**src/hdl/vwd_pkg.sv**
```systemverilog
// Package for the vertex weld dedup block: sizes, hash and scaling constants,
// and the table entry layout. No dependencies.
`timescale 1ns / 1ps
package vwd_pkg;
  localparam int PATCH_CAP   = 1024;
  localparam int TABLE_SLOTS = 8192;
  localparam int ID_LIMIT    = 4096;
  localparam int ID_W        = 12;
  localparam int KEY_W       = 64;
  localparam int POS_W       = 32;
  localparam int MAXP_W      = 11;
  localparam int SLOT_W      = $clog2(TABLE_SLOTS);
  localparam int PROBE_W     = $clog2(TABLE_SLOTS + 1);
  localparam int NV_W        = $clog2(ID_LIMIT + 1);
  localparam int PC_W        = $clog2(PATCH_CAP + 1);
  localparam int CMP_W       = (PC_W > MAXP_W) ? PC_W : MAXP_W;
  localparam int MULB_W      = 12;
  localparam int ENTRY_W     = 1 + ID_W + KEY_W;

  localparam logic [KEY_W-1:0]  FNV_BASIS   = 64'hCBF29CE484222325;
  localparam logic [MULB_W-1:0] FNV_PRIME_LO = 12'h1B3;
  localparam int                FNV_SHIFT   = 40;
  localparam logic [MULB_W-1:0] SCALE_MUL   = 12'd3125;
  localparam logic [KEY_W-1:0]  ROUND_ADD   = 64'd1024;
  localparam int                SCALE_SHIFT = 11;

  localparam logic [MAXP_W-1:0] MAXP_RESET  = MAXP_W'(PATCH_CAP);
  localparam logic [2:0]        REG_MAXP_ADDR = 3'd0;

  localparam logic OP_CLEAR  = 1'b0;
  localparam logic OP_CORNER = 1'b1;

  typedef struct packed {
    logic             valid;
    logic [ID_W-1:0]  id;
    logic [KEY_W-1:0] key;
  } entry_t;
endpackage

```
**src/hdl/vwd_mulu.sv**
```systemverilog
// Shared multiplier: 64-bit word times 12-bit operand, product modulo 2^64.
// Depends on vwd_pkg.
`timescale 1ns / 1ps
module vwd_mulu (
  input  logic [vwd_pkg::KEY_W-1:0]  a,
  input  logic [vwd_pkg::MULB_W-1:0] b,
  output logic [vwd_pkg::KEY_W-1:0]  p
);
  logic [vwd_pkg::KEY_W+vwd_pkg::MULB_W-1:0] full_p;

  always_comb begin
    full_p = a * b;
    p      = full_p[vwd_pkg::KEY_W-1:0];
  end
endmodule

```
**config.mk**
```make
export PLATFORM = sky130hd
export DESIGN_NAME = vwd_mulu
export DESIGN_NICKNAME = d
export VERILOG_FILES = /design/src/hdl/vwd_pkg.sv /design/src/hdl/vwd_mulu.sv
export SDC_FILE = /design/constraint.sdc
export NUM_CORES = 2
export LEC_CHECK = 0
export BUFFER_PORTS_ARGS = -buffer_cell sky130_fd_sc_hd__buf_2
export CAP_MARGIN = 10
export CELL_PAD_IN_SITES_DETAIL_PLACEMENT = 0
export CELL_PAD_IN_SITES_GLOBAL_PLACEMENT = 1
export CORE_MARGIN = 2
export CORE_UTILIZATION = 30
export DETAILED_ROUTE_END_ITERATION = 10
export PLACE_DENSITY_LB_ADDON = 0.1
export SLEW_MARGIN = 20
export SYNTH_ARGS = -nofsm -noshare
export SYNTH_HDL_FRONTEND = slang
export SYNTH_SLANG_ARGS = --single-unit
```
**constraint.sdc**
```tcl
create_clock -name vclk -period 31.2
set_input_delay 7.8 -clock vclk [all_inputs]
set_output_delay 7.8 -clock vclk [all_outputs]
set_load 0.02 [all_outputs]
```
==> out/metrics.cfg <==
[timing]
slew_viol_final=0
slew-limit-headroom_pct=37.5
min_period_ns=22.90
finalHoldViolations=0
setup_tns_ns=0
setup_viol=0
grt_setup_unrepaired=false
worst_pin_slew_ns=0.938
fmax_ghz=0.0437
min_period_over_period_pct=73.4

[setup_path]
critPathTopFamily=adder cells
required_ns=23.40
cp.arrival_ns=15.10
cp.depth=20
slowest_delay_ns=0.66
endpoint_kind=primary output
start_kind=input pin
worst_path_max_delay_cell=buf_4
crit_chain=buf_2 > buf_4 > nand2_1 > fa_1 > fa_1 > fa_1 > inv_1 > fa_1 > fa_1 > ha_1 > a211o_1 > o211a_1 > a221oi_4 > o21ai_2 > a221oi_4 > a2bb2oi_2 > a211oi_2 > or4_1 > and4_1 > buf_2
cpMostUsedCell=fa_1
cp_max_fo=61
worstSetupPathType=input pin to primary output
critPathBufInv=4

[synth]
syn_avg_cell_area_um2=8.29
ys_warn_count=0
synthesis.nets=3229
yosysSeqAreaShare_pct=0
syn_inst=2513
synth_area_mm2=0.0208
yosysUniqueCellTypes=53

[finish]
syn2layout_area_growth_pct=6.81
register_area_um2=0
drive_above_1_share_pct=6.67
postLayoutCellArea_mm2=0.0222
final_cell_mix=595 x inv_1, 563 x nand2_1, 559 x fa_1
seq_cell_count=0
layout_commonest_cell=inv_1
nClkBuffers=0
num-nets-final=3235

[route]
drtIter0Drc=698
routedWlPerCell_um=19.2
viasPerCell=4.63
detailroute.via_count=16000
ant_nets=0
dr.pass1.iters=5
drc=0
drt-total-wl_mm=66.1

[die]
die_x_um=267
die-area_mm2=0.0715
die_y_um=267
start_util_pct=30.3
ios=140
core_area_mm2=0.0687
rows=96

[min_path]
min_path_cells=3
hold_class=input pin to primary output

[place]
place.gp.congestion=0.830
portBuffers=140
dp_hpwl_mm=52.5
place_area_mm2=0.0222

[flow_run]
drv_cap=0

[global_routing]
grt_usage_pct=19.4
grt_pass1_vias=18300
antenna_found_initial=10
grt_max_degree=65
grt_pass1_wl_mm=107
overflow=0

[clocking]
ctsHoldBuffers=0
ctsResizeCount=0
cts_setup_buffers=0

[run_status]
status=complete, no violations

## tightest hold or removal path: stages
cell and delay [ns]:
buf_2 0.18, and2_1 0.18, buf_2 0.15
## routing by layer
| metal | global-route usage [%] | routed length [um] | part of all wire, % |
|---|---|---|---|
| met5 | 0 | 85 | 0.13 |
| met4 | 2.14 | 744 | 1.1 |
| met3 | 1.27 | 2010 | 3.0 |
| met2 | 34.2 | 32600 | 49 |
| met1 | 26.8 | 30700 | 46 |
## worst paths after layout
kind	startpoint	to	slack [ns]
worst max-delay path	b[3]	p[55]	8.30
worst min-delay path	a[0]	p[0]	16.12
## cells in the mapped netlist (13+ instances only)
cell	number	area (um2)
clkbuf_1	146	548
xnor2_1	55	482
nand3_1	13	65.1
xor2_1	19	166
nand2_1	563	2110
nor2_1	33	124
fa_1	559	11200
ha_1	81	1010
and2_1	182	1140
a21oi_1	68	340
o21ai_0	33	165
a21o_1	34	255
inv_1	595	2230
## cell type report
| type | instances | area, um2 |
|---|---|---|
| fill | 7439 | 46500 |
| antenna | 2 | 5.00 |
| tap | 931 | 1160 |
| timing repair buffer | 154 | 806 |
| multi-input combinational | 1768 | 18000 |
| inverter | 595 | 2230 |
## logic make-up (layout without fill, tap and decap cells)
group | Yosys count | after routing | share of synthesized area [%]
xor+xnor | 74 | 74 | 3.11
buf+inv | 745 | 749 | 13.4
other cells | 0 | 2 | 0
simple gates | 848 | 848 | 18.3
compound gates | 205 | 205 | 6.53
fa+ha+maj | 640 | 640 | 58.6
mux | 1 | 1 | 0.0541
## stage by stage
stage                     setup slack, ns  cells  hold slack, ns  utilization (%)
after floorplan                      9.60   2513           15.80                -
after global placement               8.29   3448           16.12             32.4
after detailed placement             8.23   3448           16.13             32.4
after CTS                            8.23   3448           16.13             32.4
after global routing                 7.91   3449           16.14             32.4
final                                8.30   3450           16.12             32.4
