## src/hdl/vwd_ram.sv

```systemverilog
// Generic single-write, single-read RAM with registered read data.
// No dependencies.
`timescale 1ns / 1ps
module vwd_ram #(
  parameter int WIDTH = 8,
  parameter int DEPTH = 16
) (
  input  logic                     clk,
  input  logic                     we,
  input  logic [$clog2(DEPTH)-1:0] waddr,
  input  logic [WIDTH-1:0]         wdata,
  input  logic [$clog2(DEPTH)-1:0] raddr,
  output logic [WIDTH-1:0]         rdata
);
  logic [WIDTH-1:0] mem [DEPTH];

  always_ff @(posedge clk) begin
    if (we) begin
      mem[waddr] <= wdata;
    end
    rdata <= mem[raddr];
  end
endmodule

```

## config.mk

```make
export PLATFORM = sky130hd
export DESIGN_NAME = vwd_ram
export DESIGN_NICKNAME = d
export VERILOG_FILES = /design/src/hdl/vwd_ram.sv
export SDC_FILE = /design/constraint.sdc
export NUM_CORES = 1
export LEC_CHECK = 0
export ABC_CLOCK_PERIOD_IN_PS = 3300
export BUFFER_PORTS_ARGS = -buffer_cell sky130_fd_sc_hd__buf_2
export CAP_MARGIN = 20
export CORE_ASPECT_RATIO = 1.5
export CORE_MARGIN = 8
export CORE_UTILIZATION = 65
export DETAILED_ROUTE_END_ITERATION = 12
export PLACE_DENSITY = 0.84
export SETUP_SLACK_MARGIN = 0.4
export SLEW_MARGIN = 20
export SYNTH_ARGS = -nofsm -noshare
export SYNTH_HDL_FRONTEND = slang
export SYNTH_SLANG_ARGS = --single-unit
```

## constraint.sdc

```tcl
create_clock -name clk -period 3.3 [get_ports clk]
set_input_delay 0.66 -clock clk [delete_from_list [all_inputs] [get_ports clk]]
set_output_delay 0.66 -clock clk [all_outputs]
set_load 0.02 [all_outputs]
```

==> flow_summary.yaml, run 1 <==
run_status:
  status: "finished, final reports clean"
detailed_routing:
  drtIter0Drc: 198
  num_vias: 2500
  wl_um: 10170
  drtPass1Iterations: 4
  drc: 0
  wire_per_inst_um: 26.15
  postRouteAntennaNets: 0
  viasPerCell: 6.427
clock_tree:
  clk_pin_slew_ps: 60
  cts_hold_buf: 0
  clkSinkCount: 136
  htree_levels: 4
  cts_tree: "yes"
  numCtsBuffers: 17
  clk_latency_ps: 410
  clock_path_buffers: 2
  post-cts-setup-buffer-count: 0
  clockRootBuffer: "clkbuf_16"
  post_cts_resized: 0
setup_path:
  critPathBufInv: 2
  crit_arrival_ps: 2320
  required_ps: 3590
  critPathTopFamily: "buffers and inverters"
  critPathSlowestCell: "mux4_1"
  path_cells: "buf_2 > buf_12 > mux4_1 > a22oi_1 > nand2_1"
  critPathLaunchType: "primary input"
  cp_max_fo: 17
  worst_setup_path_end_kind: "flop"
  crit_type: "primary input to flop"
  critical-path-max-stage-delay_ps: 620
yosys:
  synth_nets: 247
  ys_ff_latch: 136
  synth.distinct_cells: 19
  synthCells: 229
  ys_seq_area_share_pct: 77.78
  syn_area_per_cell_sq_um: 22.48
  synth_area_sq_um: 5147
  yosysWarnings: 0
grt:
  use_met2_pct: 29.54
  grt-ovfl-total: 0
  met3_usage_pct: 5.443
  grt_pass1_wl_um: 15320
  grt_max_degree: 33
  met1_usage_pct: 24.84
  track_usage_pct: 20.18
  antenna_found_initial: 0
  grt-busiest-layer: "met2"
  grt_pass1_vias: 2644
finish:
  final_cell_area_sq_um: 5912
  layout-drive-gt1-share_pct: 27.82
  nFillCells: 435
  syn2layout_area_growth_pct: 14.85
  multi_input_area_sq_um: 1057
  antenna_cells: 0
  fin_nets: 289
  final-seq-area_sq_um: 4004
placed_design:
  hpwl_um: 6113
  portBuffers: 25
  dpl_cell_area_sq_um: 5390
  gp_congestion: 0.7942
sta:
  hold_violations: 0
  setup-tns-final_ps: 0
  tightest_slew_ps: 907.8
  maxSlewHeadroom_pct: 39.26
  whs_ps: 625.2
  post-route-period-util_pct: 61.43
  min_period_ps: 2027
  fin_skew_ps: 6.010
  max_freq_mhz: 493.3
  finalSetupViolCount: 0
  rsz0062_at_grt: "false"
  drv_slew: 0
die:
  io_pins: 26
  placeableCoreArea_sq_um: 7858
  fp-row-count: 40
  dieHeight_um: 125.0
  dieWidth_um: 88.66
  dieArea_sq_um: 11080
  initial_core_util_pct: 65.51
job:
  cap_violations: 0
power:
  vdd_drop_max_uv: 449.4
  p_leak_nw: 2.003
  power-per-cell-area_nw_per_um2: 642.4
hold_path:
  hold_class: "primary input to flop"
-- flip-flops by register name, summed over array words and instances, names as in the netlist --
name / cells
mem: 128
rdata: 8
-- cell type report --
type | count | share of cell area [%]
Clock inverter | 12 | 1.439
Timing Repair Buffer | 33 | 3.344
Tap cell | 105 | 2.222
Multi-Input combinational cell | 83 | 17.88
Sequential cell | 136 | 67.72
Clock buffer | 20 | 7.386
-- kinds of logic after synthesis --
logic type | Yosys count | share of synthesized area, %
AOI/OAI and AO/OA | 16 | 2.334
buffers and inverters | 10 | 1.677
DFF | 136 | 77.78
muxes | 32 | 15.02
and+or+nand+nor | 35 | 3.184
-- synth_stat cells --
cell,instances,area (sq um)
clkdlybuf4s25_2,3,30.03
mux4_2,18,405.4
nand3_1,1,5.000
nand3b_1,2,15.01
and2_1,1,6.260
buf_4,1,7.510
nand2b_1,2,12.51
nand2_1,9,33.78
nor2b_1,1,6.260
mux4_1,14,367.9
or3b_2,1,8.760
edfxtp_1,128,3844
a22oi_1,16,120.1
dfxtp_1,8,160.2
nor2_1,13,48.80
buf_2,3,15.01
nor3_1,4,20.02
and2b_1,1,7.510
buf_6,3,33.78
-- worst paths after layout --
path | startpoint | endpoint | slack [ps] | cells past startpoint
max | raddr[0] | rdata[2] | 1270 | 5
min | wdata[0] | mem[14][0] | 630 | 1
max reg2reg | mem[1][2] | rdata[2] | 1860 | 3
min reg2reg | mem[12][3] | rdata[3] | 680 | 3
-- layout by cell type (no fill, tap or decap), drive strengths merged --
cell	count
mux4	32
nand2	9
a22oi	16
buf	33
clkbuf	20
nor3	4
nor2	13
and2	1
nor2b	1
and2b	1
nand3b	2
dfxtp	8
bufinv	1
clkinv	10
nand2b	2
or3b	1
edfxtp	128
clkinvlp	1
nand3	1
-- per-stage QoR --
stage	utilization (%)	power [mW]	setup slack, ps	cells
finish	75.24	3.798	1273	389
global route	75.24	3.892	1188	389
CTS	75.24	3.813	1255	389
detailed placement	68.60	2.162	859.3	357
global placement	68.60	2.153	951.1	357
floorplan	-	2.088	1147	229
-- report_power, final --
group / switching, mW / total [mW] / internal [mW] / leakage [nW]
clock network: 0.655 / 1.67 / 1.02 / 0.262
registers: 0.0119 / 1.94 / 1.93 / 1.22
logic: 0.111 / 0.184 / 0.0728 / 0.517
-- per-layer routing --
metal | vias up | part of all wire, %
met3 | 31 | 6.5
met5 | - | 0
li1 | 1060 | -
met1 | 1266 | 38
met4 | 0 | 4.0
met2 | 143 | 51
(Power assumes the default switching activity.)
==> inputs of run 2 (changes only) <==
--- a/config.mk
+++ b/config.mk
@@ -5,14 +5,14 @@
 export SDC_FILE = /design/constraint.sdc
 export NUM_CORES = 1
 export LEC_CHECK = 0
-export ABC_CLOCK_PERIOD_IN_PS = 3300
+export ABC_CLOCK_PERIOD_IN_PS = 1750
 export BUFFER_PORTS_ARGS = -buffer_cell sky130_fd_sc_hd__buf_2
 export CAP_MARGIN = 20
 export CORE_ASPECT_RATIO = 1.5
 export CORE_MARGIN = 8
-export CORE_UTILIZATION = 65
+export CORE_UTILIZATION = 54
 export DETAILED_ROUTE_END_ITERATION = 12
-export PLACE_DENSITY = 0.84
+export PLACE_DENSITY = 0.74
 export SETUP_SLACK_MARGIN = 0.4
 export SLEW_MARGIN = 20
 export SYNTH_ARGS = -nofsm -noshare
==> constraint.sdc (replaced) <==
create_clock -name clk -period 1.75 [get_ports clk]
set_input_delay 0.35 -clock clk [delete_from_list [all_inputs] [get_ports clk]]
set_output_delay 0.35 -clock clk [all_outputs]
set_load 0.02 [all_outputs]
==> flow_summary.yaml, run 2 (synthesis gave the netlist of run 1 again) <==
grt:
  track_usage_pct: 16.57
  grt_pass1_vias: 2679
  antenna_found_initial: 0
  grt_max_degree: 33
  grt-ovfl-total: 0
  grt_pass1_wl_um: 15150
finish:
  final_common_cell: "edfxtp_1"
  multi_input_area_sq_um: 1066
  antenna_cells: 0
  final-seq-area_sq_um: 4004
  largest_reg_flops: 128
  final_cell_mix: "edfxtp_1, mux4_2, buf_2, clkbuf_16"
  layout-drive-gt1-share_pct: 37.97
  largest-register: "mem"
  syn2layout_area_growth_pct: 17.19
  fin_nets: 300
  nFillCells: 616
  reg.largest.list: "mem (128), rdata (8)"
sta:
  tightest_slew_ps: 437.7
  setup-tns-final_ps: 0
  min_period_ps: 1313
  drv_slew: 0
  fin_skew_ps: 5.845
  post-route-period-util_pct: 75.05
  finalSetupViolCount: 0
  hold_violations: 0
  whs_ps: 321.6
  max_freq_mhz: 761.4
  rsz0062_at_grt: "true"
  maxSlewHeadroom_pct: 70.82
clock_tree:
  cts_tree: "yes"
  cts_hold_buf: 0
  clkSinkCount: 136
  clk_latency_ps: 410
  clk_pin_slew_ps: 60
  htree_levels: 4
  numCtsBuffers: 17
  clockRootBuffer: "clkbuf_16"
  clock_path_buffers: 2
die:
  dieArea_sq_um: 12980
  dieWidth_um: 95.72
  fp-row-count: 43
  placeableCoreArea_sq_um: 9254
  io_pins: 26
  dieHeight_um: 135.6
  initial_core_util_pct: 55.62
setup_path:
  critPathLaunchType: "flop"
  required_ps: 2040
  crit_type: "flop to flop"
  cp_max_fo: 1
  worst_setup_path_end_kind: "flop"
  crit_arrival_ps: 1600
detailed_routing:
  viasPerCell: 5.990
  drc: 0
  num_vias: 2438
  drtIter0Drc: 245
  postRouteAntennaNets: 0
  wl_um: 9805
  drtPass1Iterations: 4
  wire_per_inst_um: 24.09
hold_path:
  hold_class: "primary input to flop"
run_status:
  status: "finished, final reports clean"
power:
  power-per-cell-area_nw_per_um2: 1163
  vdd_drop_max_uv: 1063
  p_leak_nw: 2.017
placed_design:
  hpwl_um: 6292
  gp_congestion: 0.7416
  portBuffers: 25
job:
  cap_violations: 0
[run 2: path summary, 6_finish.rpt]
kind / from / endpoint / slack (ps) / depth (start not counted)
hold reg to reg: mem[13][2] / rdata[2] / 670 / 3
setup / recovery: mem[3][7] / rdata[7] / 440 / 3
hold / removal: wdata[5] / mem[13][5] / 320 / 1
setup reg to reg: mem[3][7] / rdata[7] / 440 / 3
[run 2: what timing repair did]
action                     CTS  global route
setup buffers                0             0
setup endpoints to repair    1             5
resized for setup            1             3
cloned                       0             1
[run 2: routing by layer]
metal,wire (um),vias up,GRT usage [%]
li1,-,1076,-
met1,3699,1256,18.74
met2,5415,98,27.28
met3,579,8,5.438
met4,110,0,8.155
met5,0,-,0
[run 2: power breakdown]
| group | total [mW] | switching [mW] | internal [mW] |
|---|---|---|---|
| combinational | 0.385 | 0.222 | 0.163 |
| clock | 2.97 | 1.21 | 1.75 |
| sequential | 3.67 | 0.0208 | 3.64 |
| total | 7.01 | 1.45 | 5.56 |
[run 2: area by class of cell]
| cell class | count | share of cell area, % |
|---|---|---|
| repair buffers | 44 | 5.414 |
| multi-input cells | 83 | 17.67 |
| clock inverters | 14 | 1.099 |
| clock buffers | 18 | 7.115 |
| flip-flops and latches | 136 | 66.38 |
| well taps | 112 | 2.323 |
[run 2: worst max-delay path: stages (launching register included)]
cell	delay, ps
edfxtp_1	360
mux4_2	480
a22oi_1	270
nand2_1	90
[run 2: stage by stage]
stage / setup WS [ps] / area (sq um) / total power [mW] / util [%] / cells
floorplan: 266.9 / 5184 / 3.960 / - / 229
global placement: 33.62 / 5502 / 4.091 / 59.45 / 374
detailed placement: 26.16 / 5502 / 4.107 / 59.45 / 374
CTS: 412.4 / 6002 / 7.058 / 64.86 / 406
global route: 399.0 / 6032 / 7.229 / 65.18 / 407
finish: 436.7 / 6032 / 7.015 / 65.18 / 407
==> inputs of run 3 (changes only) <==
--- a/config.mk
+++ b/config.mk
@@ -5,14 +5,14 @@
 export SDC_FILE = /design/constraint.sdc
 export NUM_CORES = 1
 export LEC_CHECK = 0
-export ABC_CLOCK_PERIOD_IN_PS = 1750
+export ABC_CLOCK_PERIOD_IN_PS = 1300
 export BUFFER_PORTS_ARGS = -buffer_cell sky130_fd_sc_hd__buf_2
 export CAP_MARGIN = 20
 export CORE_ASPECT_RATIO = 1.5
 export CORE_MARGIN = 8
-export CORE_UTILIZATION = 54
+export CORE_UTILIZATION = 60
 export DETAILED_ROUTE_END_ITERATION = 12
-export PLACE_DENSITY = 0.74
+export PLACE_DENSITY = 0.78
 export SETUP_SLACK_MARGIN = 0.4
 export SLEW_MARGIN = 20
 export SYNTH_ARGS = -nofsm -noshare
==> constraint.sdc (replaced) <==
create_clock -name clk -period 1.3 [get_ports clk]
set_input_delay 0.26 -clock clk [delete_from_list [all_inputs] [get_ports clk]]
set_output_delay 0.26 -clock clk [all_outputs]
set_load 0.02 [all_outputs]
==> flow_summary.yaml, run 3 (synthesis gave the netlist of run 1 again) <==
run_status:
  status: "finished, violations left"
  violations: "negative setup slack"
clock_tree:
  clockRootBuffer: "clkbuf_16"
  cts_tree: "yes"
  htree_levels: 4
  clk_latency_ps: 410
  clock_path_buffers: 2
  clk_pin_slew_ps: 50
  numCtsBuffers: 17
  clkSinkCount: 136
finish:
  final_core_util_pct: 79.08
  largest_reg_flops: 128
  final_common_cell: "edfxtp_1"
  nFillCells: 414
  largest-register: "mem"
  fin_nets: 324
  syn2layout_area_growth_pct: 28.46
  final_cell_mix: "edfxtp_1, mux4_2, buf_6, clkbuf_16, buf_2"
  antenna_cells: 0
  layout-drive-gt1-share_pct: 49.84
  reg.largest.list: "mem (128), rdata (8)"
placed_design:
  gp_congestion: 0.7336
  hpwl_um: 6800
  portBuffers: 25
detailed_routing:
  postRouteAntennaNets: 0
  drc: 0
  wl_um: 10860
  wire_per_inst_um: 25.49
  drtIter0Drc: 287
  num_vias: 2575
  viasPerCell: 6.045
  drtPass1Iterations: 5
grt:
  track_usage_pct: 20.00
  grt_max_degree: 17
  grt_pass1_wl_um: 16750
  antenna_found_initial: 0
  grt-ovfl-total: 0
  grt_pass1_vias: 2892
sta:
  maxSlewHeadroom_pct: 39.31
  tightest_slew_ps: 908.4
  rsz0062_at_grt: "true"
  hold_violations: 0
  setup-tns-final_ps: -58.94
  max_freq_mhz: 735.9
  layout_setup_ws_ps: -58.94
  post-route-period-util_pct: 104.5
  min_period_ps: 1359
  drv_slew: 0
  finalSetupViolCount: 1
  fin_skew_ps: 5.365
setup_path:
  required_ps: 1600
  worst_setup_path_end_kind: "flop"
  critPathSlowestCell: "mux4_2"
  crit_type: "flop to flop"
  path_cells: "mux4_2 > a22oi_2 > nand2_1"
  critical-path-max-stage-delay_ps: 550
  critPathLaunchType: "flop"
  crit_arrival_ps: 1660
  cp_max_fo: 1
hold_path:
  hold_class: "primary input to flop"
power:
  p_leak_nw: 2.234
  power-per-cell-area_nw_per_um2: 1453
  vdd_drop_max_uv: 1183
die:
  dieHeight_um: 129.4
  dieWidth_um: 91.63
  placeableCoreArea_sq_um: 8362
  dieArea_sq_um: 11860
  fp-row-count: 41
  initial_core_util_pct: 61.56
  io_pins: 26
job:
  cap_violations: 0
[run 3: path summary, 6_finish.rpt]
check | cells past startpoint | slack, ps | end | startpoint
worst max-delay path | 3 | -60 | rdata[0] | mem[11][0]
worst min-delay path | 1 | 230 | mem[2][5] | wdata[5]
worst max register to register | 3 | -60 | rdata[0] | mem[11][0]
worst min register to register | 3 | 680 | rdata[1] | mem[14][1]
[run 3: report_power, final]
group	leakage, nW	internal, mW	switching (mW)
sequential	1.22	4.91	0.0440
combinational	0.760	0.325	0.351
clock	0.250	2.36	1.62
total	2.23	7.60	2.01
[run 3: cell type report]
class / count / area (sq um) / area share (%)
well taps: 107 / 133.9 / 2.025
flip-flops and latches: 136 / 4013 / 60.68
repair buffers: 68 / 764.5 / 11.56
multi-input cells: 83 / 1206 / 18.24
clock buffers: 18 / 429.2 / 6.490
clock inverters: 14 / 66.31 / 1.003
[run 3: metal layers]
layer,GRT usage (%),share of wire (%),up-vias
met1,20.52,35,1335
met5,0,0,-
li1,-,-,1115
met3,5.382,5.6,21
met2,37.05,58,104
met4,8.809,2.1,0
[run 3: worst max-delay path, delay by kind of cell, from the launching register on]
family | cells | cell delay [ps]
mux | 1 | 550
simple gates | 1 | 80
compound gates | 1 | 200
flops | 1 | 420
[run 3: metrics by stage]
stage / hold WS, ps / setup slack (ps) / cells / area (sq um) / total power, mW
6_report: 225.1 / -58.94 / 426 / 6613 / 9.610
5_1_grt: 226.4 / -68.30 / 426 / 6613 / 9.874
4_1_cts: 218.6 / -68.94 / 426 / 6589 / 9.636
3_5_place_dp: 652.1 / -337.3 / 393 / 5904 / 5.625
3_3_place_gp: 639.0 / -332.7 / 393 / 5904 / 5.600
2_1_floorplan: 358.9 / -63.01 / 229 / 5275 / 5.348
[run 3: repair_timing]
action	CTS	global route
buffers inserted	1	0
setup endpoints to repair	112	136
hold buffers	0	0
pin swaps	6	0
gates resized for setup	51	6
